### src/hw/rtl/conv3_pkg.sv
// Shared constants, types and helpers of the 3x3 RGB convolution block.
package conv3_pkg;

  localparam int MAX_WIDTH      = 2048;
  localparam int MAX_HEIGHT     = 4096;
  localparam int COEF_FRAC_BITS = 11;
  localparam int LINE_DEPTH     = 2 * MAX_WIDTH + 4;

  localparam int PIX_BITS        = 8;
  localparam int RGB_BITS        = 3 * PIX_BITS;
  localparam int COEF_BITS       = 16;
  localparam int CFG_WIDTH_BITS  = 12;
  localparam int CFG_HEIGHT_BITS = 13;
  localparam int CFG_DATA_BITS   = 48;
  localparam int CFG_INDEX_BITS  = 3;

  localparam int W_BITS    = $clog2(MAX_WIDTH + 1);
  localparam int H_BITS    = $clog2(MAX_HEIGHT + 1);
  localparam int COL_BITS  = $clog2(MAX_WIDTH);
  localparam int ROW_BITS  = $clog2(MAX_HEIGHT);
  localparam int PEND_BITS = $clog2(LINE_DEPTH + 1);

  localparam int PROD_BITS   = COEF_BITS + PIX_BITS + 1;
  localparam int ROWSUM_BITS = PROD_BITS + 2;
  localparam int SUM_BITS    = PROD_BITS + 4;

  // power of two, so the pointers wrap on their own
  localparam int FIFO_DEPTH    = 8;
  localparam int FIFO_PTR_BITS = $clog2(FIFO_DEPTH);
  localparam int FIFO_CNT_BITS = $clog2(FIFO_DEPTH + 1);

  localparam logic [CFG_WIDTH_BITS-1:0]  WIDTH_RESET         = 12'd640;
  localparam logic [CFG_HEIGHT_BITS-1:0] HEIGHT_RESET        = 13'd480;
  localparam logic [CFG_DATA_BITS-1:0]   KERNEL_TOP_RESET    = 48'd0;
  localparam logic [CFG_DATA_BITS-1:0]   KERNEL_MIDDLE_RESET = 48'd2048;
  localparam logic [CFG_DATA_BITS-1:0]   KERNEL_BOTTOM_RESET = 48'd0;

  typedef enum logic [CFG_INDEX_BITS-1:0] {
    CFG_IMAGE_WIDTH   = 3'd0,
    CFG_IMAGE_HEIGHT  = 3'd1,
    CFG_KERNEL_TOP    = 3'd2,
    CFG_KERNEL_MIDDLE = 3'd3,
    CFG_KERNEL_BOTTOM = 3'd4
  } cfg_index_e;

  typedef logic [1:0] bank_t;
  localparam bank_t BANK_FIRST = 2'd0;
  localparam bank_t BANK_LAST  = 2'd2;

  typedef struct packed {
    logic [W_BITS-1:0]                   width;
    logic [H_BITS-1:0]                   height;
    logic [2:0][CFG_DATA_BITS-1:0]       kernel;
  } cfg_t;

  typedef struct packed {
    logic                valid;
    bank_t               bank;
    logic                top_ok;
    logic                bot_ok;
    logic                left_ok;
    logic                right_ok;
    logic                last;
    logic [2:0]          fwd_a;
    logic [2:0]          fwd_b;
    logic [RGB_BITS-1:0] wdata;
  } issue_t;

  typedef struct packed {
    logic                last;
    logic [PIX_BITS-1:0] blue;
    logic [PIX_BITS-1:0] green;
    logic [PIX_BITS-1:0] red;
  } result_t;

  function automatic bank_t bank_next(input bank_t b);
    return (b == BANK_LAST) ? BANK_FIRST : bank_t'(b + 2'd1);
  endfunction

  function automatic bank_t bank_prev(input bank_t b);
    return (b == BANK_FIRST) ? BANK_LAST : bank_t'(b - 2'd1);
  endfunction

endpackage

### src/hw/rtl/conv3_out_fifo.sv
// Result queue with credit count that throttles the input side.
module conv3_out_fifo (
  input  logic                  clk_i,
  input  logic                  rst_ni,
  input  logic                  reserve_i,
  input  logic                  push_i,
  input  conv3_pkg::result_t    push_data_i,
  input  logic                  pop_ready_i,
  output logic                  valid_o,
  output conv3_pkg::result_t    data_o,
  output logic                  room_o
);

  conv3_pkg::result_t                   mem_q [conv3_pkg::FIFO_DEPTH];
  logic [conv3_pkg::FIFO_PTR_BITS-1:0]  wr_ptr_q, rd_ptr_q;
  logic [conv3_pkg::FIFO_CNT_BITS-1:0]  count_q, count_d;
  logic [conv3_pkg::FIFO_CNT_BITS-1:0]  credit_q, credit_d;
  logic                                 pop;

  assign valid_o  = count_q != '0;
  assign data_o   = mem_q[rd_ptr_q];
  assign pop      = valid_o && pop_ready_i;
  assign room_o   = credit_q < conv3_pkg::FIFO_CNT_BITS'(conv3_pkg::FIFO_DEPTH);
  assign count_d  = count_q + conv3_pkg::FIFO_CNT_BITS'(push_i)
                  - conv3_pkg::FIFO_CNT_BITS'(pop);
  assign credit_d = credit_q + conv3_pkg::FIFO_CNT_BITS'(reserve_i)
                  - conv3_pkg::FIFO_CNT_BITS'(pop);

  always_ff @(posedge clk_i) begin
    if (push_i) begin
      mem_q[wr_ptr_q] <= push_data_i;
    end
  end

  always_ff @(posedge clk_i or negedge rst_ni) begin
    if (!rst_ni) begin
      wr_ptr_q <= '0;
      rd_ptr_q <= '0;
      count_q  <= '0;
      credit_q <= '0;
    end else begin
      if (push_i) begin
        wr_ptr_q <= wr_ptr_q + conv3_pkg::FIFO_PTR_BITS'(1);
      end
      if (pop) begin
        rd_ptr_q <= rd_ptr_q + conv3_pkg::FIFO_PTR_BITS'(1);
      end
      count_q  <= count_d;
      credit_q <= credit_d;
    end
  end

endmodule

### config.mk
export PLATFORM = sky130hd
export DESIGN_NAME = conv3_out_fifo
export DESIGN_NICKNAME = d
export VERILOG_FILES = /design/src/hw/rtl/conv3_pkg.sv /design/src/hw/rtl/conv3_out_fifo.sv
export SDC_FILE = /design/constraint.sdc
export NUM_CORES = 1
export LEC_CHECK = 0
export BUFFER_PORTS_ARGS = -buffer_cell sky130_fd_sc_hd__buf_2
export CORE_MARGIN = 8
export CORE_UTILIZATION = 67
export CTS_BUF_LIST = sky130_fd_sc_hd__clkbuf_4
export DETAILED_ROUTE_END_ITERATION = 7
export PLACE_DENSITY = 0.9
export SLEW_MARGIN = 5
export SYNTH_ARGS = -nofsm -noshare
export SYNTH_HDL_FRONTEND = slang
export SYNTH_SLANG_ARGS = --single-unit
### constraint.sdc
create_clock -name clk_i -period 8.37 [get_ports clk_i]
set_clock_uncertainty 0.2 [all_clocks]
set_input_delay 1.2555 -clock clk_i [delete_from_list [all_inputs] [get_ports clk_i]]
set_output_delay 1.2555 -clock clk_i [all_outputs]
set_load 0.1 [all_outputs]
Word-level counts from Yosys, hierarchy flattened
Memories as Yosys holds them, arrays and structs flattened.
Cells that the tools add are included.
{"block": "totals", "ff_bits": 14, "ramBits": 200, "in_bits": 30, "out_inout_bits": 27, "memories": 1}
{"block": "classes", "addsub": 6, "n_lt_le_gt_ge": 1, "muxes": 2, "n_reduce_logical": 2}
{"name": "mem_q", "depth": 8, "word_bits": 25, "rd": 1, "rd_clocked_by_memory_dff": 0, "wr": 1, "line": "conv3_out_fifo.sv:14", "source": "conv3_pkg::result_t mem_q [conv3_pkg::FIFO_DEPTH];"}
{"op": "$add 4x1->4", "n": 2}
{"op": "$sub 4x1->4", "n": 2}
{"op": "$add 3x1->3 const B", "n": 2}
{"op": "$lt 4x4->1 const B", "n": 1}
{"op": "$reduce_bool 4->1", "n": 1}
{"op": "$mux 1", "n": 2}
{"op": "$logic_and 1x1->1", "n": 1}

Longest topological paths before layout
{"block": "logic_depth", "depth_word": 3, "mapped_depth": 9}

Worst setup path before layout
Ideal clock, no wire load.
{"block": "synth_path", "kind": "input -> register", "startpoint": "input push_i", "endpoint": "memory mem_q[0][0] (netlist name), enable pin", "arrival_time_ps": 3087, "required_ps": 7732, "path_slack_ps": 4645, "stages": 2, "n_path_buf": 0, "path_cell_list": "nand2b_1 -> nor3_1"}
{"block": "synth_via", "elab_chain_len": 2}
{"element": "start: declaration", "line": "conv3_out_fifo.sv:6", "source": "input logic push_i,"}
{"element": "$mux 1", "line": "conv3_out_fifo.sv:30", "source": "if (push_i) begin"}
{"element": "$mux 1 (not written as such)", "line": "conv3_out_fifo.sv:31", "source": "mem_q[wr_ptr_q] <= push_data_i;"}
{"element": "end: declaration", "line": "conv3_out_fifo.sv:14"}
Every way passes these cells.

==> results.yml <==
global_route:
  grtUsageTotal: 0.192
  grt_max_degree: 53
  grt_pass1_vias: 4282
  antenna_found_initial: 3
  gr-total-overflow: 0
  grt_pass1_wl_um: 23100
yosys:
  ys_seq_elements: 214
  synth_area_um2: 8480
  synth_area_per_cell_um2: 23.5
  ys.flop_type: "edfxtp_1"
  yosysSeqAreaShare: 0.750
  synth_cell_types: 25
  synth_edf_count: 200
  yosys_warnings: 0
  synthesis.nets: 401
  async_flop_share: 0.0654
  synth_cells: 360
layout:
  post-route-util: 0.768
  syn2layout_area_growth_pct: 12.9
  regArea_um2: 6360
  nFillCells: 651
  layout.nets: 503
  layout_common_cells: "edfxtp_1, clkbuf_4, buf_2, mux4_1, mux2_2"
  final_common_cell: "edfxtp_1"
  layout-drive-gt1-share: 0.366
  multiInputGateArea_um2: 2010
cts:
  ctsHoldBuffers: 0
  clk_pin_slew_ns: 0.07
  cts_tree: "built"
  htree_levels: 2
  insertion_delay_ns: 0.59
  numCtsBuffers: 49
  cts_resized: 0
  postCtsSetupBuffers: 0
  cts_max_path_buffers: 3
  root_buffer: "clkbuf_4"
  clock_sinks: 214
worst_hold_path:
  worstHoldStart: "wr_ptr_q[2]"
  worstHoldEndpoint: "wr_ptr_q[2]"
  hold_path_class: "reg -> reg"
  hold_depth: 1
worst_setup_path:
  critPathLaunchType: "flop"
  worstSetupPathType: "reg -> out"
  endpoint_kind: "output port"
  rr_endpoint: "mem_q[0][1]"
  critical_path.max_stage_delay_ns: 0.79
  worst-path-buf-inv: 2
  cp.required_ns: 6.91
  timing.rr.start: "wr_ptr_q[2]"
  cp-startpoint: "rd_ptr_q[0]"
  critPathTopFamily: "multiplexers"
  path_max_fanout: 28
  worstPathArrival_ns: 3.16
  reg2regPathDepth: 3
  path_depth: 4
  critPathSlowestCell: "dfrtp_2"
  rrSetupSlack_ns: 5.84
  cp_cell_sequence: "buf_4 -> mux4_1 -> mux2_2 -> buf_2"
routing:
  route.detailed.drc: 0
  drtIter0Drc: 218
  vias: 3942
  drtPass1Iterations: 4
  wl_um: 15200
  ant_nets: 0
  wire_per_inst_um: 22.7
  routed_via_density: 5.87
floorplan:
  die-area_um2: 16500
  ios: 57
  core_area_um2: 12500
  initial_core_util: 0.680
  die_w_um: 128
  die_h_um: 128
  rows: 41
timing:
  slew_headroom: 0.245
  period_share: 0.552
  fin_crit_ns: 4.62
  final_hold_viol_count: 0
  final-setup-viol-count: 0
  finalSetupTns_ns: 0
  slew_violations: 0
  tightest_slew_ns: 1.13
  rsz0062_at_grt: "no"
  max_clock_freq_mhz: 216
placement:
  dp.final_hpwl_um: 9220
  place_congestion: 0.739
  io_buffers: 56
run_status:
  status: "complete, no violations"
flow_run:
  max_cap_viol_count: 0
-- worst max path at each step --
stage	slack (ns)	to
after floorplan	4.64	mem_q[0][0]
final	3.75	data_o[8]
after CTS	3.68	data_o[8]
after detailed placement	4.33	data_o[8]
after global routing	3.61	data_o[8]
after global placement	4.41	data_o[4]
-- per-layer routing --
layer | GRT usage | part of all wire | wire length, um
met3 | 0.0434 | 0.061 | 932
met4 | 0.0916 | 0.023 | 355
met1 | 0.224 | 0.39 | 5940
met5 | 0 | 0.00085 | 13
met2 | 0.333 | 0.52 | 7970
-- cells by family after synthesis --
logic type | Yosys count | synth area share
simple gates | 20 | 0.0117
xor+xnor | 10 | 0.0103
compound gates | 4 | 0.00295
buf+inv | 23 | 0.0156
flops | 214 | 0.750
fa+ha+maj | 11 | 0.0180
mux | 78 | 0.192
-- metrics by stage --
step | cell area (um^2) | hold slack, ns | worst slack (ns) | cells
floorplan | 8480 | 0.257 | 4.64 | 360
global placement | 8970 | 0.277 | 4.41 | 583
detailed placement | 8970 | 0.293 | 4.33 | 583
CTS | 9560 | 0.305 | 3.68 | 669
global route | 9570 | 0.325 | 3.61 | 671
finish | 9570 | 0.309 | 3.75 | 671
-- final cells by class --
cell class                 instances  share of cell area
clock buffer                      71              0.0557
clock inverter                    15             0.00615
inverter                           8             0.00314
tap                              172              0.0225
antenna                            2            0.000523
timing repair buffer              66              0.0371
multi-input combinational        123               0.210
sequential                       214               0.664
-- flip-flops by register name, summed over array words and instances (netlist names) --
register,count
count_q,4
credit_q,4
mem_q,200
rd_ptr_q,3
wr_ptr_q,3
-- synth_stat cells (3+ instances only) --
library cell  count  area [um^2]
nand2b_1          3         18.8
clkbuf_1          6         22.5
dfrtp_1          14          350
inv_1             8         30.0
edfxtp_1        200         6010
mux2_2           27          304
xor2_1            3         26.3
nor2_1            7         26.3
xnor2_1           7         61.3
buf_6             6         67.6
mux4_1           49         1290
ha_1              9          113
nand2_1           3         11.3
-- worst reg2reg max path, cell delays in order (launching register included) --
cell and delay (ns):
dfrtp_1 0.41, nand2b_1 0.26, nor3_2 0.88, buf_4 0.44
Power is not shown: default switching activity piles up to over one toggle a cycle in this logic, so the estimate is an artifact.
