File: src/hw/rtl/conv3_pkg.sv
// Shared constants, types and helpers of the 3x3 RGB convolution block.
package conv3_pkg;

  localparam int MAX_WIDTH      = 2048;
  localparam int MAX_HEIGHT     = 4096;
  localparam int COEF_FRAC_BITS = 11;
  localparam int LINE_DEPTH     = 2 * MAX_WIDTH + 4;

  localparam int PIX_BITS        = 8;
  localparam int RGB_BITS        = 3 * PIX_BITS;
  localparam int COEF_BITS       = 16;
  localparam int CFG_WIDTH_BITS  = 12;
  localparam int CFG_HEIGHT_BITS = 13;
  localparam int CFG_DATA_BITS   = 48;
  localparam int CFG_INDEX_BITS  = 3;

  localparam int W_BITS    = $clog2(MAX_WIDTH + 1);
  localparam int H_BITS    = $clog2(MAX_HEIGHT + 1);
  localparam int COL_BITS  = $clog2(MAX_WIDTH);
  localparam int ROW_BITS  = $clog2(MAX_HEIGHT);
  localparam int PEND_BITS = $clog2(LINE_DEPTH + 1);

  localparam int PROD_BITS   = COEF_BITS + PIX_BITS + 1;
  localparam int ROWSUM_BITS = PROD_BITS + 2;
  localparam int SUM_BITS    = PROD_BITS + 4;

  // power of two, so the pointers wrap on their own
  localparam int FIFO_DEPTH    = 8;
  localparam int FIFO_PTR_BITS = $clog2(FIFO_DEPTH);
  localparam int FIFO_CNT_BITS = $clog2(FIFO_DEPTH + 1);

  localparam logic [CFG_WIDTH_BITS-1:0]  WIDTH_RESET         = 12'd640;
  localparam logic [CFG_HEIGHT_BITS-1:0] HEIGHT_RESET        = 13'd480;
  localparam logic [CFG_DATA_BITS-1:0]   KERNEL_TOP_RESET    = 48'd0;
  localparam logic [CFG_DATA_BITS-1:0]   KERNEL_MIDDLE_RESET = 48'd2048;
  localparam logic [CFG_DATA_BITS-1:0]   KERNEL_BOTTOM_RESET = 48'd0;

  typedef enum logic [CFG_INDEX_BITS-1:0] {
    CFG_IMAGE_WIDTH   = 3'd0,
    CFG_IMAGE_HEIGHT  = 3'd1,
    CFG_KERNEL_TOP    = 3'd2,
    CFG_KERNEL_MIDDLE = 3'd3,
    CFG_KERNEL_BOTTOM = 3'd4
  } cfg_index_e;

  typedef logic [1:0] bank_t;
  localparam bank_t BANK_FIRST = 2'd0;
  localparam bank_t BANK_LAST  = 2'd2;

  typedef struct packed {
    logic [W_BITS-1:0]                   width;
    logic [H_BITS-1:0]                   height;
    logic [2:0][CFG_DATA_BITS-1:0]       kernel;
  } cfg_t;

  typedef struct packed {
    logic                valid;
    bank_t               bank;
    logic                top_ok;
    logic                bot_ok;
    logic                left_ok;
    logic                right_ok;
    logic                last;
    logic [2:0]          fwd_a;
    logic [2:0]          fwd_b;
    logic [RGB_BITS-1:0] wdata;
  } issue_t;

  typedef struct packed {
    logic                last;
    logic [PIX_BITS-1:0] blue;
    logic [PIX_BITS-1:0] green;
    logic [PIX_BITS-1:0] red;
  } result_t;

  function automatic bank_t bank_next(input bank_t b);
    return (b == BANK_LAST) ? BANK_FIRST : bank_t'(b + 2'd1);
  endfunction

  function automatic bank_t bank_prev(input bank_t b);
    return (b == BANK_FIRST) ? BANK_LAST : bank_t'(b - 2'd1);
  endfunction

endpackage

File: src/hw/rtl/conv3_cfg.sv
// Configuration registers with frame geometry saturation.
module conv3_cfg (
  input  logic                                    clk_i,
  input  logic                                    rst_ni,
  input  logic                                    cfg_we_i,
  input  logic [conv3_pkg::CFG_INDEX_BITS-1:0]    cfg_index_i,
  input  logic [conv3_pkg::CFG_DATA_BITS-1:0]     cfg_wdata_i,
  output conv3_pkg::cfg_t                         cfg_o
);

  logic [conv3_pkg::W_BITS-1:0]                 width_q;
  logic [conv3_pkg::H_BITS-1:0]                 height_q;
  logic [2:0][conv3_pkg::CFG_DATA_BITS-1:0]     kernel_q;

  function automatic logic [conv3_pkg::W_BITS-1:0] sat_width(
    input logic [conv3_pkg::CFG_WIDTH_BITS-1:0] v
  );
    logic [conv3_pkg::W_BITS-1:0] r;
    if (v == '0) begin
      r = conv3_pkg::W_BITS'(1);
    end else if (int'(v) > conv3_pkg::MAX_WIDTH) begin
      r = conv3_pkg::W_BITS'(conv3_pkg::MAX_WIDTH);
    end else begin
      r = conv3_pkg::W_BITS'(v);
    end
    return r;
  endfunction

  function automatic logic [conv3_pkg::H_BITS-1:0] sat_height(
    input logic [conv3_pkg::CFG_HEIGHT_BITS-1:0] v
  );
    logic [conv3_pkg::H_BITS-1:0] r;
    if (v == '0) begin
      r = conv3_pkg::H_BITS'(1);
    end else if (int'(v) > conv3_pkg::MAX_HEIGHT) begin
      r = conv3_pkg::H_BITS'(conv3_pkg::MAX_HEIGHT);
    end else begin
      r = conv3_pkg::H_BITS'(v);
    end
    return r;
  endfunction

  always_ff @(posedge clk_i or negedge rst_ni) begin
    if (!rst_ni) begin
      width_q     <= sat_width(conv3_pkg::WIDTH_RESET);
      height_q    <= sat_height(conv3_pkg::HEIGHT_RESET);
      kernel_q[0] <= conv3_pkg::KERNEL_TOP_RESET;
      kernel_q[1] <= conv3_pkg::KERNEL_MIDDLE_RESET;
      kernel_q[2] <= conv3_pkg::KERNEL_BOTTOM_RESET;
    end else if (cfg_we_i) begin
      unique case (cfg_index_i)
        conv3_pkg::CFG_IMAGE_WIDTH: begin
          width_q <= sat_width(cfg_wdata_i[conv3_pkg::CFG_WIDTH_BITS-1:0]);
        end
        conv3_pkg::CFG_IMAGE_HEIGHT: begin
          height_q <= sat_height(cfg_wdata_i[conv3_pkg::CFG_HEIGHT_BITS-1:0]);
        end
        conv3_pkg::CFG_KERNEL_TOP:    kernel_q[0] <= cfg_wdata_i;
        conv3_pkg::CFG_KERNEL_MIDDLE: kernel_q[1] <= cfg_wdata_i;
        conv3_pkg::CFG_KERNEL_BOTTOM: kernel_q[2] <= cfg_wdata_i;
        default: ;
      endcase
    end
  end

  assign cfg_o.width  = width_q;
  assign cfg_o.height = height_q;
  assign cfg_o.kernel = kernel_q;

endmodule

File: config.mk
export PLATFORM = sky130hd
export DESIGN_NAME = conv3_cfg
export DESIGN_NICKNAME = d
export VERILOG_FILES = /design/src/hw/rtl/conv3_pkg.sv /design/src/hw/rtl/conv3_cfg.sv
export SDC_FILE = /design/constraint.sdc
export NUM_CORES = 1
export LEC_CHECK = 0
export BUFFER_PORTS_ARGS = -buffer_cell sky130_fd_sc_hd__buf_2
export CORE_ASPECT_RATIO = 1.1
export CORE_UTILIZATION = 45
export DETAILED_ROUTE_END_ITERATION = 12
export PLACE_DENSITY = 0.77
export SYNTH_ARGS = -nofsm -noshare
export SYNTH_HDL_FRONTEND = slang
export SYNTH_SLANG_ARGS = --single-unit
File: constraint.sdc
create_clock -name clk_i -period 0.8 [get_ports clk_i]
set_input_delay 0.08 -clock clk_i [delete_from_list [all_inputs] [get_ports clk_i]]
set_output_delay 0.08 -clock clk_i [all_outputs]
set_load 0.03 [all_outputs]
; Yosys cells after proc, flatten, opt, wreduce, memory -nomap -nowiden
; Cells that the tools add are included.
[classes]
order_cmp = 2
n_eq_ne = 4
n_mux = 4
reduce_logical = 8
[ops]
columns = op, count
row1 = 2-to-1 mux 13 bit, 2
row2 = 2-to-1 mux 12 bit, 2
row3 = "> comparator 13 bit, second input constant", 1
row4 = zero test 13 bit, 1
row5 = "> comparator 12 bit, second input constant", 1
row6 = zero test 12 bit, 1
row7 = AND reduction 2 bit, 5
row8 = "equality test 3 x 2 -> 1 bit, second input constant", 2
row9 = "equality test 3 x 1 -> 1 bit, second input constant", 1
row10 = "equality test 3 bit, second input constant", 1
row11 = zero test 3 bit, 1
[totals]
ff_bits = 169
inputBits = 54
out_inout_bits = 169
word_cells = 23

; Logic depth before layout (Yosys ltp)
[logic_depth]
ltp_word = 3
mapped_depth = 6
mapped_depth_nobuf = 4

; Worst setup path before layout
; No wires, ideal clock.
[synth_path]
path_kind = input to register
startpoint = input cfg_we_i
endpoint = register kernel_q (netlist bit cfg_o[0])
t_arrival_ns = 1.023
required_time_ns = 0.673
slack_ns = -0.351
stages = 6
n_path_buf = 2
path_cell_list = nor2b_4 > nand2_1 > nor2_2 > buf_6 > buf_6 > mux2_1
[synth_between]
elab_chain_len = 1
[synth_lines]
columns = item, line_no
row1 = from (decl), conv3_cfg.sv:5  ; input logic cfg_we_i,
row2 = AND reduction 2 bit (no source line), -
row3 = to (decl), conv3_cfg.sv:13  ; logic [2:0][conv3_pkg::CFG_DATA_BITS-1:0] kernel_q;
; Every way passes these cells.
; A chain may end at the register's enable or synchronous reset.

; Worst setup path after layout
[layout_path]
startpoint = register height_q[8] (netlist bit)
endpoint = output cfg_o[152] (netlist bit)
[layout_lines]
columns = item, line_no
row1 = from (decl), conv3_cfg.sv:12  ; logic [conv3_pkg::H_BITS-1:0] height_q;
row2 = from (signal assigned), conv3_cfg.sv:46  ; height_q <= sat_height(conv3_pkg::HEIGHT_RESET);
row3 = from (signal assigned), conv3_cfg.sv:56  ; height_q <= sat_height(cfg_wdata_i[conv3_pkg::CFG_HEIGHT_BITS-1:0]);
row4 = to (decl), conv3_cfg.sv:8  ; output conv3_pkg::cfg_t cfg_o
; No word-level cell between the ends.

==> metrics.yaml <==
detailed_routing:
  vias: 5430
  drtPass1Iterations: 4
  drt-total-wl_um: 25590
  drtAntennaViolNets: 0
  viasPerCell: 5.318
  drt_iter0_markers: 310
  drcViolationCount: 0
  routedWlPerCell_um: 25.06
floorplan:
  rows: 45
  dieHeight_um: 127.9
  io_pins: 223
  floorplan.initialDensity: 0.4646
  core-area_um2: 13960
  die-area_um2: 14900
  die_x_um: 116.5
final_layout:
  final_area_um2: 12040
  final_cells: 1021
  layout-drive-gt1-share: 0.6939
  num-fill-cells: 588
  syn2layout_area_growth_pct: 85.55
  antennaDiodeCount: 0
  final_nets: 874
timing:
  setup_violations: 301
  drv_slew: 0
  grt_setup_unrepaired: "yes"
  worstMarginPinSlew_ps: 325.5
  timing.fmax_mhz: 833.9
  hold_ws_ps: 53.91
  hold_viol_final: 0
  slew_headroom: 0.7807
  period_minus_slack_ps: 1199
  fin_crit_sh: 1.499
  setup_ws_ps: -399.1
  fin_worst_skew_ps: 0
critical_path:
  critical_path_class: "flip-flop to output port"
  startpoint_type: "flip-flop"
  crit_arrival_ps: 1120
  cp_top_family: "flip-flops"
  slowest_delay_ps: 560
  worst_ep_required_time_ps: 720
  critPathBufInv: 1
  slowest_stage: "dfstp_2"
  crit_path_end_kind: "output port"
  path_max_fanout: 2
  worstPathCellList: "buf_6"
power:
  finalPower_mw: 34.21
  leakagePower_nw: 5.854
  peakVddDrop_v: 0.001658
  power_density_nw_per_um2: 2842
logic_synthesis:
  syn-num-nets: 468
  ys_seq_elements: 169
  ys_seq_area_frac: 0.6532
  synth_warnings: 0
  synthCells: 414
  syn-mean-instance-area_um2: 15.67
  ys_types: 26
  syn_area_um2: 6487
global_routing:
  gr-total-overflow: 0
  met3_usage: 0.06336
  grt_pass1_wl_um: 33810
  met2_usage: 0.5778
  grt_start_max_net_pins: 43
  track_usage: 0.3171
  grt_use_met1: 0.3385
  antenna_found_initial: 0
  busiest_layer: "met2"
  first_global_vias: 5792
placed_design:
  port_buffers: 222
  dpl_cell_area_um2: 8303
  place.gp.congestion: 0.8760
  dp_cells: 843
  dp_hpwl_um: 11220
clock_tree:
  insertion_delay_ps: 410
  root_buffer: "clkbuf_16"
  cts_max_level: 4
  cts_sinks: 169
  cts_tree: "built"
  cts_made_buffers: 17
  clk_pin_slew_ps: 70
  ctsLongestPathBuffers: 2
run:
  maxCapViolCount: 0
min_path:
  hold_path.class: "primary input to flip-flop"
outcome:
  status: "complete, but fails checks"
  failed_checks: "negative setup slack"
through the flow:
stage            util  setup slack (ps)  setup TNS (ps)
2_1_floorplan       -            -350.7          -32670
3_3_place_gp   0.5946            -491.5          -65090
3_5_place_dp   0.5946            -539.7          -69090
4_1_cts        0.8154            -401.0          -51510
5_1_grt        0.8621            -428.0          -60810
6_report       0.8621            -399.1          -54230
final timing paths:
| path | startpoint | to | slack, ps | depth (start not counted) |
|---|---|---|---|---|
| setup / recovery | height_q[8]$_DFFE_PN1P_ | cfg_o[152] | -400 | 1 |
| hold / removal | cfg_wdata_i[2] | cfg_o[98]$_DFFE_PN0P_ | 50 | 3 |
| setup reg to reg | cfg_o[108]$_DFFE_PN0P_ | cfg_o[108]$_DFFE_PN0P_ | -170 | 2 |
| hold reg to reg | width_q[9]$_DFFE_PN1P_ | width_q[9]$_DFFE_PN1P_ | 520 | 2 |
| max in group asynchronous | rst_ni | width_q[7]$_DFFE_PN1P_ | 180 | 3 |
| min in group asynchronous | rst_ni | height_q[3]$_DFFE_PN0P_ | 100 | 2 |
state kept, by name, summed over array words and instances (netlist names):
| signal | count |
|---|---|
| cfg_o | 144 |
| height_q | 13 |
| width_q | 12 |
synth_stat cells (all sizes together):
library cell  count  area, µm²
a21oi             2      10.01
a221oi            1      8.760
a22o              6      52.55
and3              1      11.26
and4b             1      10.01
buf              15      117.6
clkbuf            5      18.77
dfrtp           162       4054
dfstp             7      183.9
inv               5      18.77
mux2            141       1663
nand2            28      105.1
nand2b            8      50.05
nand3             1      10.01
nand3b            1      7.510
nor2              5      21.27
nor2b             2      20.02
nor4              2      12.51
o21ai            18      90.09
o31ai             3      22.52
timing repair:
action | 4_1_cts | 5_1_grt
setup buffers | 61 | 60
resized for setup | 409 | 120
endpoints found under the setup margin | 249 | 327
endpoints found under the hold margin | 275 | 0
gates cloned | 11 | 2
pin swaps | 6 | 6
hold buffers | 37 | 0
cell families (layout without fill, tap and decap cells):
group / count (synthesis) / in the layout / share of synthesized area
buffers and inverters: 25 / 444 / 0.02391
AND/OR/NAND/NOR: 49 / 49 / 0.03819
flip-flops: 169 / 169 / 0.6532
AO/OA/AOI/OAI: 30 / 30 / 0.02835
multiplexers: 141 / 141 / 0.2563
where the power goes:
part	total (mW)	internal, mW	switching [mW]
clock network	8.17	4.63	3.54
registers	12.2	10.4	1.75
logic	13.9	7.32	6.57
total	34.2	22.4	11.9
layout make-up:
cell class,count,area [µm²],area share
Tap cell,188,235.2,0.01954
Sequential cell,169,4244,0.3526
Clock buffer,22,484.2,0.04022
Inverter,5,21.27,0.001767
Clock inverter,10,92.59,0.007692
Multi-Input combinational cell,220,2569,0.2134
Timing Repair Buffer,407,4392,0.3648
cells in the final DEF, fill, tap and decap left out, types with 3 or more instances in the layout:
cell,n
a22o_1,6
buf_12,20
buf_16,10
buf_2,48
buf_4,59
buf_6,228
buf_8,3
clkbuf_16,19
clkbuf_8,4
clkinv_2,4
clkinvlp_4,3
dfrtp_1,157
dfrtp_2,5
dfstp_2,7
dlygate4sd3_1,37
inv_1,4
mux2_2,22
mux2_4,119
nand2_1,21
nand2_2,6
nand2b_1,8
nor2_4,3
o21ai_0,8
o21ai_1,6
o21ai_2,4
per-layer routing:
metal / part of all wire / vias up
li1: - / 2257
met1: 0.35 / 2745
met2: 0.53 / 317
met3: 0.062 / 111
met4: 0.058 / 0
met5: 0 / -
worst min-delay path: cells and delay by family:
family | cells | cell delay, ps
mux | 1 | 140
buf+inv | 2 | 220
No activity file was read; power rests on OpenSTA's default activity.
