File: src/hw/rtl/conv3_pkg.sv
// Shared constants, types and helpers of the 3x3 RGB convolution block.
package conv3_pkg;

  localparam int MAX_WIDTH      = 2048;
  localparam int MAX_HEIGHT     = 4096;
  localparam int COEF_FRAC_BITS = 11;
  localparam int LINE_DEPTH     = 2 * MAX_WIDTH + 4;

  localparam int PIX_BITS        = 8;
  localparam int RGB_BITS        = 3 * PIX_BITS;
  localparam int COEF_BITS       = 16;
  localparam int CFG_WIDTH_BITS  = 12;
  localparam int CFG_HEIGHT_BITS = 13;
  localparam int CFG_DATA_BITS   = 48;
  localparam int CFG_INDEX_BITS  = 3;

  localparam int W_BITS    = $clog2(MAX_WIDTH + 1);
  localparam int H_BITS    = $clog2(MAX_HEIGHT + 1);
  localparam int COL_BITS  = $clog2(MAX_WIDTH);
  localparam int ROW_BITS  = $clog2(MAX_HEIGHT);
  localparam int PEND_BITS = $clog2(LINE_DEPTH + 1);

  localparam int PROD_BITS   = COEF_BITS + PIX_BITS + 1;
  localparam int ROWSUM_BITS = PROD_BITS + 2;
  localparam int SUM_BITS    = PROD_BITS + 4;

  // power of two, so the pointers wrap on their own
  localparam int FIFO_DEPTH    = 8;
  localparam int FIFO_PTR_BITS = $clog2(FIFO_DEPTH);
  localparam int FIFO_CNT_BITS = $clog2(FIFO_DEPTH + 1);

  localparam logic [CFG_WIDTH_BITS-1:0]  WIDTH_RESET         = 12'd640;
  localparam logic [CFG_HEIGHT_BITS-1:0] HEIGHT_RESET        = 13'd480;
  localparam logic [CFG_DATA_BITS-1:0]   KERNEL_TOP_RESET    = 48'd0;
  localparam logic [CFG_DATA_BITS-1:0]   KERNEL_MIDDLE_RESET = 48'd2048;
  localparam logic [CFG_DATA_BITS-1:0]   KERNEL_BOTTOM_RESET = 48'd0;

  typedef enum logic [CFG_INDEX_BITS-1:0] {
    CFG_IMAGE_WIDTH   = 3'd0,
    CFG_IMAGE_HEIGHT  = 3'd1,
    CFG_KERNEL_TOP    = 3'd2,
    CFG_KERNEL_MIDDLE = 3'd3,
    CFG_KERNEL_BOTTOM = 3'd4
  } cfg_index_e;

  typedef logic [1:0] bank_t;
  localparam bank_t BANK_FIRST = 2'd0;
  localparam bank_t BANK_LAST  = 2'd2;

  typedef struct packed {
    logic [W_BITS-1:0]                   width;
    logic [H_BITS-1:0]                   height;
    logic [2:0][CFG_DATA_BITS-1:0]       kernel;
  } cfg_t;

  typedef struct packed {
    logic                valid;
    bank_t               bank;
    logic                top_ok;
    logic                bot_ok;
    logic                left_ok;
    logic                right_ok;
    logic                last;
    logic [2:0]          fwd_a;
    logic [2:0]          fwd_b;
    logic [RGB_BITS-1:0] wdata;
  } issue_t;

  typedef struct packed {
    logic                last;
    logic [PIX_BITS-1:0] blue;
    logic [PIX_BITS-1:0] green;
    logic [PIX_BITS-1:0] red;
  } result_t;

  function automatic bank_t bank_next(input bank_t b);
    return (b == BANK_LAST) ? BANK_FIRST : bank_t'(b + 2'd1);
  endfunction

  function automatic bank_t bank_prev(input bank_t b);
    return (b == BANK_FIRST) ? BANK_LAST : bank_t'(b - 2'd1);
  endfunction

endpackage

File: src/hw/rtl/conv3_ctrl.sv
// Input and output position counters, pending count, line store addressing.
module conv3_ctrl (
  input  logic                                clk_i,
  input  logic                                rst_ni,
  input  conv3_pkg::cfg_t                     cfg_i,
  input  logic                                s_valid_i,
  input  logic [conv3_pkg::RGB_BITS-1:0]      s_data_i,
  input  logic                                s_drain_i,
  input  logic                                room_i,
  output logic                                s_ready_o,
  output logic [2:0]                          ram_we_o,
  output logic [conv3_pkg::COL_BITS-1:0]      ram_waddr_o,
  output logic [conv3_pkg::RGB_BITS-1:0]      ram_wdata_o,
  output logic [conv3_pkg::COL_BITS-1:0]      ram_raddr_a_o,
  output logic [conv3_pkg::COL_BITS-1:0]      ram_raddr_b_o,
  output logic                                reserve_o,
  output conv3_pkg::issue_t                   issue_o
);

  logic [conv3_pkg::COL_BITS-1:0]  in_col_q, in_col_d;
  conv3_pkg::bank_t                in_bank_q, in_bank_d;
  logic [conv3_pkg::COL_BITS-1:0]  out_col_q, out_col_d;
  logic [conv3_pkg::ROW_BITS-1:0]  out_row_q, out_row_d;
  conv3_pkg::bank_t                out_bank_q, out_bank_d;
  logic [conv3_pkg::PEND_BITS-1:0] pending_q, pending_d;
  conv3_pkg::issue_t               issue_q, issue_d;

  logic                            accept;
  logic                            pix;
  logic [conv3_pkg::RGB_BITS-1:0]  pixel;
  logic [conv3_pkg::W_BITS-1:0]    in_col_inc;
  logic [conv3_pkg::W_BITS-1:0]    col_inc;
  logic [conv3_pkg::H_BITS-1:0]    row_inc;
  logic [conv3_pkg::COL_BITS-1:0]  col_next;
  logic                            right_ok;
  logic                            bot_ok;
  logic [conv3_pkg::PEND_BITS-1:0] need;
  logic [conv3_pkg::PEND_BITS-1:0] pend_inc;
  logic                            emit;

  assign s_ready_o = room_i;
  assign accept    = s_valid_i && room_i;
  assign pix       = accept && !s_drain_i;
  assign pixel     = {s_data_i[conv3_pkg::PIX_BITS-1:0],
                      s_data_i[conv3_pkg::PIX_BITS +: conv3_pkg::PIX_BITS],
                      s_data_i[2*conv3_pkg::PIX_BITS +: conv3_pkg::PIX_BITS]};

  assign in_col_inc = conv3_pkg::W_BITS'(in_col_q) + conv3_pkg::W_BITS'(1);
  assign col_inc    = conv3_pkg::W_BITS'(out_col_q) + conv3_pkg::W_BITS'(1);
  assign row_inc    = conv3_pkg::H_BITS'(out_row_q) + conv3_pkg::H_BITS'(1);
  assign col_next   = conv3_pkg::COL_BITS'(col_inc);
  assign right_ok   = col_inc < cfg_i.width;
  assign bot_ok     = row_inc < cfg_i.height;

  assign need = (bot_ok ? conv3_pkg::PEND_BITS'(cfg_i.width) : '0)
              + conv3_pkg::PEND_BITS'(right_ok);
  assign pend_inc = pending_q + conv3_pkg::PEND_BITS'(
                      pix && (pending_q < conv3_pkg::PEND_BITS'(conv3_pkg::LINE_DEPTH)));
  assign emit = accept && (pend_inc > need);

  always_comb begin
    pending_d  = pend_inc - conv3_pkg::PEND_BITS'(emit);
    in_col_d   = in_col_q;
    in_bank_d  = in_bank_q;
    out_col_d  = out_col_q;
    out_row_d  = out_row_q;
    out_bank_d = out_bank_q;

    if (pix) begin
      if (in_col_inc < cfg_i.width) begin
        in_col_d = conv3_pkg::COL_BITS'(in_col_inc);
      end else begin
        in_col_d  = '0;
        in_bank_d = conv3_pkg::bank_next(in_bank_q);
      end
    end

    if (emit) begin
      if (right_ok) begin
        out_col_d = col_next;
      end else begin
        out_col_d  = '0;
        out_row_d  = bot_ok ? conv3_pkg::ROW_BITS'(row_inc) : '0;
        out_bank_d = conv3_pkg::bank_next(out_bank_q);
      end
    end

    issue_d.valid    = emit;
    issue_d.bank     = out_bank_q;
    issue_d.top_ok   = out_row_q != '0;
    issue_d.bot_ok   = bot_ok;
    issue_d.left_ok  = out_col_q != '0;
    issue_d.right_ok = right_ok;
    issue_d.last     = !bot_ok && !right_ok;
    issue_d.wdata    = pixel;
    for (int b = 0; b < 3; b++) begin
      issue_d.fwd_a[b] = pix && (in_bank_q == conv3_pkg::bank_t'(b)) && (in_col_q == out_col_q);
      issue_d.fwd_b[b] = pix && (in_bank_q == conv3_pkg::bank_t'(b)) && (in_col_q == col_next);
    end
  end

  always_ff @(posedge clk_i or negedge rst_ni) begin
    if (!rst_ni) begin
      in_col_q   <= '0;
      in_bank_q  <= conv3_pkg::BANK_FIRST;
      out_col_q  <= '0;
      out_row_q  <= '0;
      out_bank_q <= conv3_pkg::BANK_FIRST;
      pending_q  <= '0;
      issue_q    <= '0;
    end else begin
      in_col_q   <= in_col_d;
      in_bank_q  <= in_bank_d;
      out_col_q  <= out_col_d;
      out_row_q  <= out_row_d;
      out_bank_q <= out_bank_d;
      pending_q  <= pending_d;
      issue_q    <= issue_d;
    end
  end

  always_comb begin
    for (int b = 0; b < 3; b++) begin
      ram_we_o[b] = pix && (in_bank_q == conv3_pkg::bank_t'(b));
    end
  end

  assign ram_waddr_o   = in_col_q;
  assign ram_wdata_o   = pixel;
  assign ram_raddr_a_o = out_col_q;
  assign ram_raddr_b_o = col_next;
  assign reserve_o     = emit;
  assign issue_o       = issue_q;

endmodule

File: config.mk
export PLATFORM = sky130hd
export DESIGN_NAME = conv3_ctrl
export DESIGN_NICKNAME = d
export VERILOG_FILES = /design/src/hw/rtl/conv3_pkg.sv /design/src/hw/rtl/conv3_ctrl.sv
export SDC_FILE = /design/constraint.sdc
export NUM_CORES = 1
export LEC_CHECK = 0
export BUFFER_PORTS_ARGS = -buffer_cell sky130_fd_sc_hd__buf_2
export CAP_MARGIN = 30
export CORE_MARGIN = 2
export CORE_UTILIZATION = 47
export DETAILED_ROUTE_END_ITERATION = 16
export GPL_ROUTABILITY_DRIVEN = 0
export PLACE_DENSITY = 0.81
export SLEW_MARGIN = 20
export SYNTH_ARGS = -nofsm -noshare
export SYNTH_HDL_FRONTEND = slang
export SYNTH_SLANG_ARGS = --single-unit
File: constraint.sdc
create_clock -name clk_i -period 9.9 [get_ports clk_i]
set_input_delay 2.97 -clock clk_i [delete_from_list [all_inputs] [get_ports clk_i]]
set_output_delay 2.97 -clock clk_i [all_outputs]
set_load 0.05 [all_outputs]
# ---- After elaboration in Yosys (flattened, before gate mapping)
# Index checks and enable logic that the tools add are counted.
dict set report totals {
  reg_bits 89
  latch_bits 0
  ramBits 0
  romBits 0
  inputBits 198
  output_inout_bits 100
  word_cells 64
  n_memories 0
}
dict set report classes {
  addsub 8
  multipliers 0
  div_mod_pow 0
  n_lt_le_gt_ge 5
  eq_ne 5
  shifts 0
  muxes 6
  n_bitwise 2
  reduce_logical 22
}
# op count
set op_table {}
lappend op_table {{$add A11 B1 Y12 const B} 2}
lappend op_table {{$lt A12 B12 Y1} 2}
lappend op_table {{$mux W12} 2}
lappend op_table {{$eq A11 B11 Y1} 2}
lappend op_table {{$mux W11} 2}
lappend op_table {{$logic_and A1 B1 Y1} 14}
lappend op_table {{$add A12 B1 Y13} 1}
lappend op_table {{$add A12 B1 Y13 const B} 1}
lappend op_table {{$add A13 B1 Y13} 1}
lappend op_table {{$gt A13 B13 Y1} 1}
lappend op_table {{$lt A13 B13 Y1} 1}
lappend op_table {{$lt A13 B13 Y1 const B} 1}
lappend op_table {{$sub A13 B1 Y13} 1}
lappend op_table {{$reduce_bool A12 Y1} 1}
lappend op_table {{$reduce_bool A11 Y1} 1}
lappend op_table {{$add A2 B1 Y2 const B} 2}
lappend op_table {{$eq A2 B2 Y1 const B} 2}
lappend op_table {{$mux W2} 2}
lappend op_table {{$reduce_and A2 Y1} 2}
lappend op_table {{$logic_not A1 Y1} 3}
lappend op_table {{$eq A2 B1 Y1 const B} 1}
lappend op_table {{$logic_not A2 Y1} 1}
lappend op_table {{$not A1 Y1} 2}

# ---- Depth between registers and ports, before layout
dict set report depth {
  word_depth 7
  ltp_mapped 34
  depth_no_buf 31
}

# ---- Least setup slack after synthesis
# Ideal clock, no wire load.
dict set report synth_timing {
  kind {input to output}
  startpoint {input port cfg_i[155] in the netlist's numbering}
  endpoint {output port reserve_o}
  arrival_time_ns 6.901
  required_time_ns 6.930
  slack_ns 0.029
  path_stages 22
  path_buffers 1
  path_cell_list {inv_1 -> ha_1 -> nand4_1 -> nor2_1 -> or4b_1 -> nand3_2 -> inv_2 -> and2_1 -> ha_1 -> ha_1 -> and3_1 -> and3_1 -> nand3_1 -> xnor2_1 -> nand2_1 -> ha_1 -> nand4_1 -> nor2_1 -> a21boi_1 -> o41ai_2 -> inv_1 -> clkbuf_1}
}
dict set report synth_via {
  elab_chain_len 5
}
# element line
set synth_lines {}
lappend synth_lines {{start, declared} conv3_ctrl.sv:5} ;# input conv3_pkg::cfg_t cfg_i,
lappend synth_lines {{$lt A13 B13 Y1} conv3_ctrl.sv:53} ;# assign bot_ok = row_inc < cfg_i.height;
lappend synth_lines {{$mux W12} conv3_ctrl.sv:55} ;# assign need = (bot_ok ? conv3_pkg::PEND_BITS'(cfg_i.width) : '0)
lappend synth_lines {{$add A12 B1 Y13} conv3_ctrl.sv:56} ;# + conv3_pkg::PEND_BITS'(right_ok);
lappend synth_lines {{$gt A13 B13 Y1} conv3_ctrl.sv:59} ;# assign emit = accept && (pend_inc > need);
lappend synth_lines {{$logic_and A1 B1 Y1} conv3_ctrl.sv:59}
lappend synth_lines {{end, declared} conv3_ctrl.sv:16} ;# output logic reserve_o,
# Every way passes these cells.

# ---- Worst setup path in the final report
dict set report layout_timing {
  startpoint {input port cfg_i[156] in the netlist's numbering}
  endpoint {output port reserve_o}
}
# Same word-level chain as after synthesis.

==> impl_metrics.py <==
metrics = {
    "power": {
        "ir_drop_uv": 87.1,
        "power.total_mw": 1.27,
        "p_leak_nw": 3.89,
        "p_per_area_nw_per_um2": 171,
    },
    "route": {
        "wl_met3_mm": 1.19,
        "dr_total_vias": 5233,
        "viasPerCell": 5.38,
        "drc": 0,
        "wl_met1_mm": 6.89,
        "first_pass_iters": 4,
        "ant_nets": 0,
        "routed_wl_mm": 15.8,
        "drt_first_iter_violations": 368,
        "top_layer": "met5",
        "wire_per_inst_microns": 16.3,
        "wl_met2_mm": 7.48,
    },
    "global_route": {
        "grt_pass1_wl_mm": 25.2,
        "grt_max_degree": 48,
        "grt_pass1_vias": 4983,
        "grtUsageTotal_pct": 22.5,
        "overflow": 0,
        "antenna_found_initial": 4,
    },
    "floorplan": {
        "io_pins": 298,
        "fp.dieArea_sq_um": 14100,
        "fp.coreArea_sq_um": 12700,
        "initial_utilization_pct": 48.7,
        "rows": 41,
        "fp.dieH_microns": 119,
        "die_w_microns": 119,
    },
    "critical_path": {
        "crit_path_end_kind": "output port",
        "crit_type": "input pin to output port",
        "critPathBufInv": 5,
        "required_ns": 6.93,
        "cpLargestDelayFamily": "simple AND/OR/NAND/NOR gates",
        "cp.arrival_ns": 6.85,
        "slowest_stage": "or4b_4",
        "critPathLaunchType": "input pin",
        "crit_chain": "buf_2 > inv_1 > ha_4 > nand4_1 > nor2_1 > or4b_4 > nand3_4 > inv_2 > and2_1 > ha_2 > ha_4 > and3_4 > and3_4 > nand3_2 > xnor2_1 > nand2_1 > ha_1 > nand4_1 > nor2_1 > a21boi_2 > o41ai_4 > inv_1 > buf_6",
        "rr_startpoint": "ram_raddr_a_o[2]",
        "cp_slowest_stage_delay_ns": 0.50,
        "path_max_fanout": 4,
        "startpoint": "cfg_i[156]",
    },
    "logic_synthesis": {
        "synth-seq-cells": 89,
        "synthArstFlopShare_pct": 100,
        "synth.avg_cell_area_sq_um": 9.31,
        "synth_cells": 665,
        "synth_area_leader_cell": "dfrtp_1",
        "synth_cell_types": 61,
        "synth.top_cells.by_area": "dfrtp_1, ha_1, xnor2_1",
        "synth-edff-count": 0,
        "synth_area_sq_um": 6190,
        "ys_seq_area_share_pct": 36.0,
        "ys.warnings.count": 0,
        "synth.net_count": 921,
        "ys.flop_type": "dfrtp_1",
        "post-synth-top-area-fraction_pct": 36.0,
    },
    "sta": {
        "period_minus_slack_ns": 9.82,
        "setup_viol": 0,
        "max_slew_margin_pct": 41.5,
        "fmax_mhz": 102,
        "slew_violations": 0,
        "tightest_slew_ns": 0.874,
        "final_hold_viol_count": 0,
        "period_share_pct": 99.2,
        "clock-skew-final_ns": 0.00739,
    },
    "worst_hold_path": {
        "min_path_type": "flip-flop to flip-flop",
        "worstHoldStart": "out_bank_q[0]",
    },
    "cells_and_area": {
        "nNetsFinal": 1048,
        "fin_cells": 972,
        "utilization_pct": 58.2,
        "drive_above_1_share_pct": 29.0,
        "final_cell_area_sq_um": 7400,
        "syn2layout_area_growth_pct": 19.5,
    },
    "place": {
        "placed_area_sq_um": 6910,
        "dpl.hpwl_mm": 11.8,
        "portBuffers": 153,
        "dp_cells": 951,
    },
    "job": {
        "maxCapViolations": 0,
    },
    "cts": {
        "ctsHoldBuffers": 0,
        "htree_levels": 3,
        "numCtsBuffers": 9,
        "cts_tree": "built",
        "cts-root-buf": "clkbuf_16",
        "clock-sinks": 89,
        "clockBufferDepth": 2,
        "clkSlewWorstSetupHoldPaths_ns": 0.07,
        "worstSkewPairLatency_ns": 0.35,
    },
    "status": {
        "outcome": "finished, final reports clean",
    },
}
==> synth_stat cells, types with 2 or more instances <==
cell type / instances
dfrtp_1: 89
ha_1: 58
nand2_1: 54
inv_1: 42
nor2_1: 41
xnor2_1: 38
xor2_1: 37
nand3_1: 36
o21ai_0: 28
buf_4: 26
and3_1: 23
a22o_1: 20
a21oi_1: 17
nor2b_1: 15
clkbuf_1: 12
nand4_1: 12
nor3_1: 12
buf_6: 9
o211ai_1: 9
buf_2: 6
nor4_1: 6
a21o_1: 5
and2_1: 5
mux2_2: 5
a211o_1: 4
a211oi_1: 3
nor4_2: 3
o21a_1: 3
o31ai_1: 3
or2_2: 3
a21boi_0: 2
a31oi_1: 2
and4_1: 2
inv_2: 2
mux2i_1: 2
nand3_2: 2
nand3b_1: 2
nor4b_1: 2
o21ai_1: 2
or3_1: 2
==> report_power, final <==
group          switching [mW]  total (mW)  internal (mW)
clock network           0.164       0.342          0.178
registers              0.0541       0.450          0.396
logic                   0.317       0.474          0.157
total                   0.535        1.27          0.731
==> flip-flops by register name, indices dropped and copies added (netlist names) <==
| signal | flops |
|---|---|
| in_bank_q | 2 |
| issue_o | 38 |
| out_bank_q | 2 |
| out_row_q | 12 |
| pending_q | 13 |
| ram_raddr_a_o | 11 |
| ram_waddr_o | 11 |
==> cell families (layout without fill, tap and decap cells) <==
group	after synthesis	in the layout	synth area share, %
flip-flops	89	89	36.0
AND/OR/NAND/NOR	228	228	19.3
other	0	3	0
XOR/XNOR	76	76	10.9
multiplexers	7	7	1.23
adder cells (fa/ha/maj)	58	58	11.7
AO/OA/AOI/OAI	109	109	12.1
buffers and inverters	98	230	8.75
==> routing by layer <==
layer	up-vias	GRT usage (%)
li1	2547	-
met1	2483	29.0
met2	183	36.5
met3	18	6.76
met4	2	6.55
met5	-	0
==> stage by stage <==
step	setup TNS [ns]	hold WS, ns	setup slack [ns]
2_1_floorplan	0	0.384	0.0292
3_3_place_gp	-0.0805	0.404	-0.0805
3_5_place_dp	-0.0749	0.404	-0.0749
4_1_cts	0	0.422	0.0106
5_1_grt	-0.0851	0.441	-0.0851
6_report	0	0.425	0.0830
==> cell usage in the layout (no fill, tap or decap), drive strengths merged, types with 2 or more instances in the layout <==
cell    instances
a31oi           2
nor3           14
o31ai           3
a21o            5
o21ai          31
ha             58
a211o           4
a22o           20
and2            5
mux2            5
nor2b          15
or2             3
nor4            9
nor2           42
o211ai          9
dfrtp          89
and4            2
or3             2
xnor2          38
xor2           38
nand3b          2
a21oi          17
o41ai           2
buf           170
and3           24
a21boi          3
nand3          38
inv            49
mux2i           2
nor4b           2
o21a            3
clkbuf          9
a211oi          3
diode           3
nand2          55
nand4          12
==> path summary, 6_finish.rpt <==
check	to	slack, ns	cells after the start
worst max-delay path	reserve_o	0.08	23
worst min-delay path	issue_o[35]	0.42	0
worst max register to register	pending_q[10]	2.94	32
worst min register to register	issue_o[35]	0.42	0
max in group asynchronous	pending_q[12]	6.29	2
min in group asynchronous	issue_o[0]	2.59	1
==> what timing repair did <==
item,CTS,global route
endpoints found under the setup margin,1,1
pin swaps,3,18
setup buffers,1,1
gates resized for setup,5,24
endpoints found under the hold margin,0,0
==> layout make-up <==
cell class / count / area [sq um]
multi-input combinational: 478 / 3590
clock inverter: 7 / 67.6
antenna: 3 / 7.51
sequential: 89 / 2230
tap: 172 / 215
clock buffer: 9 / 225
fill: 1130 / 5320
inverter: 44 / 165
timing repair buffer: 170 / 902
(Power assumes the default switching activity.)
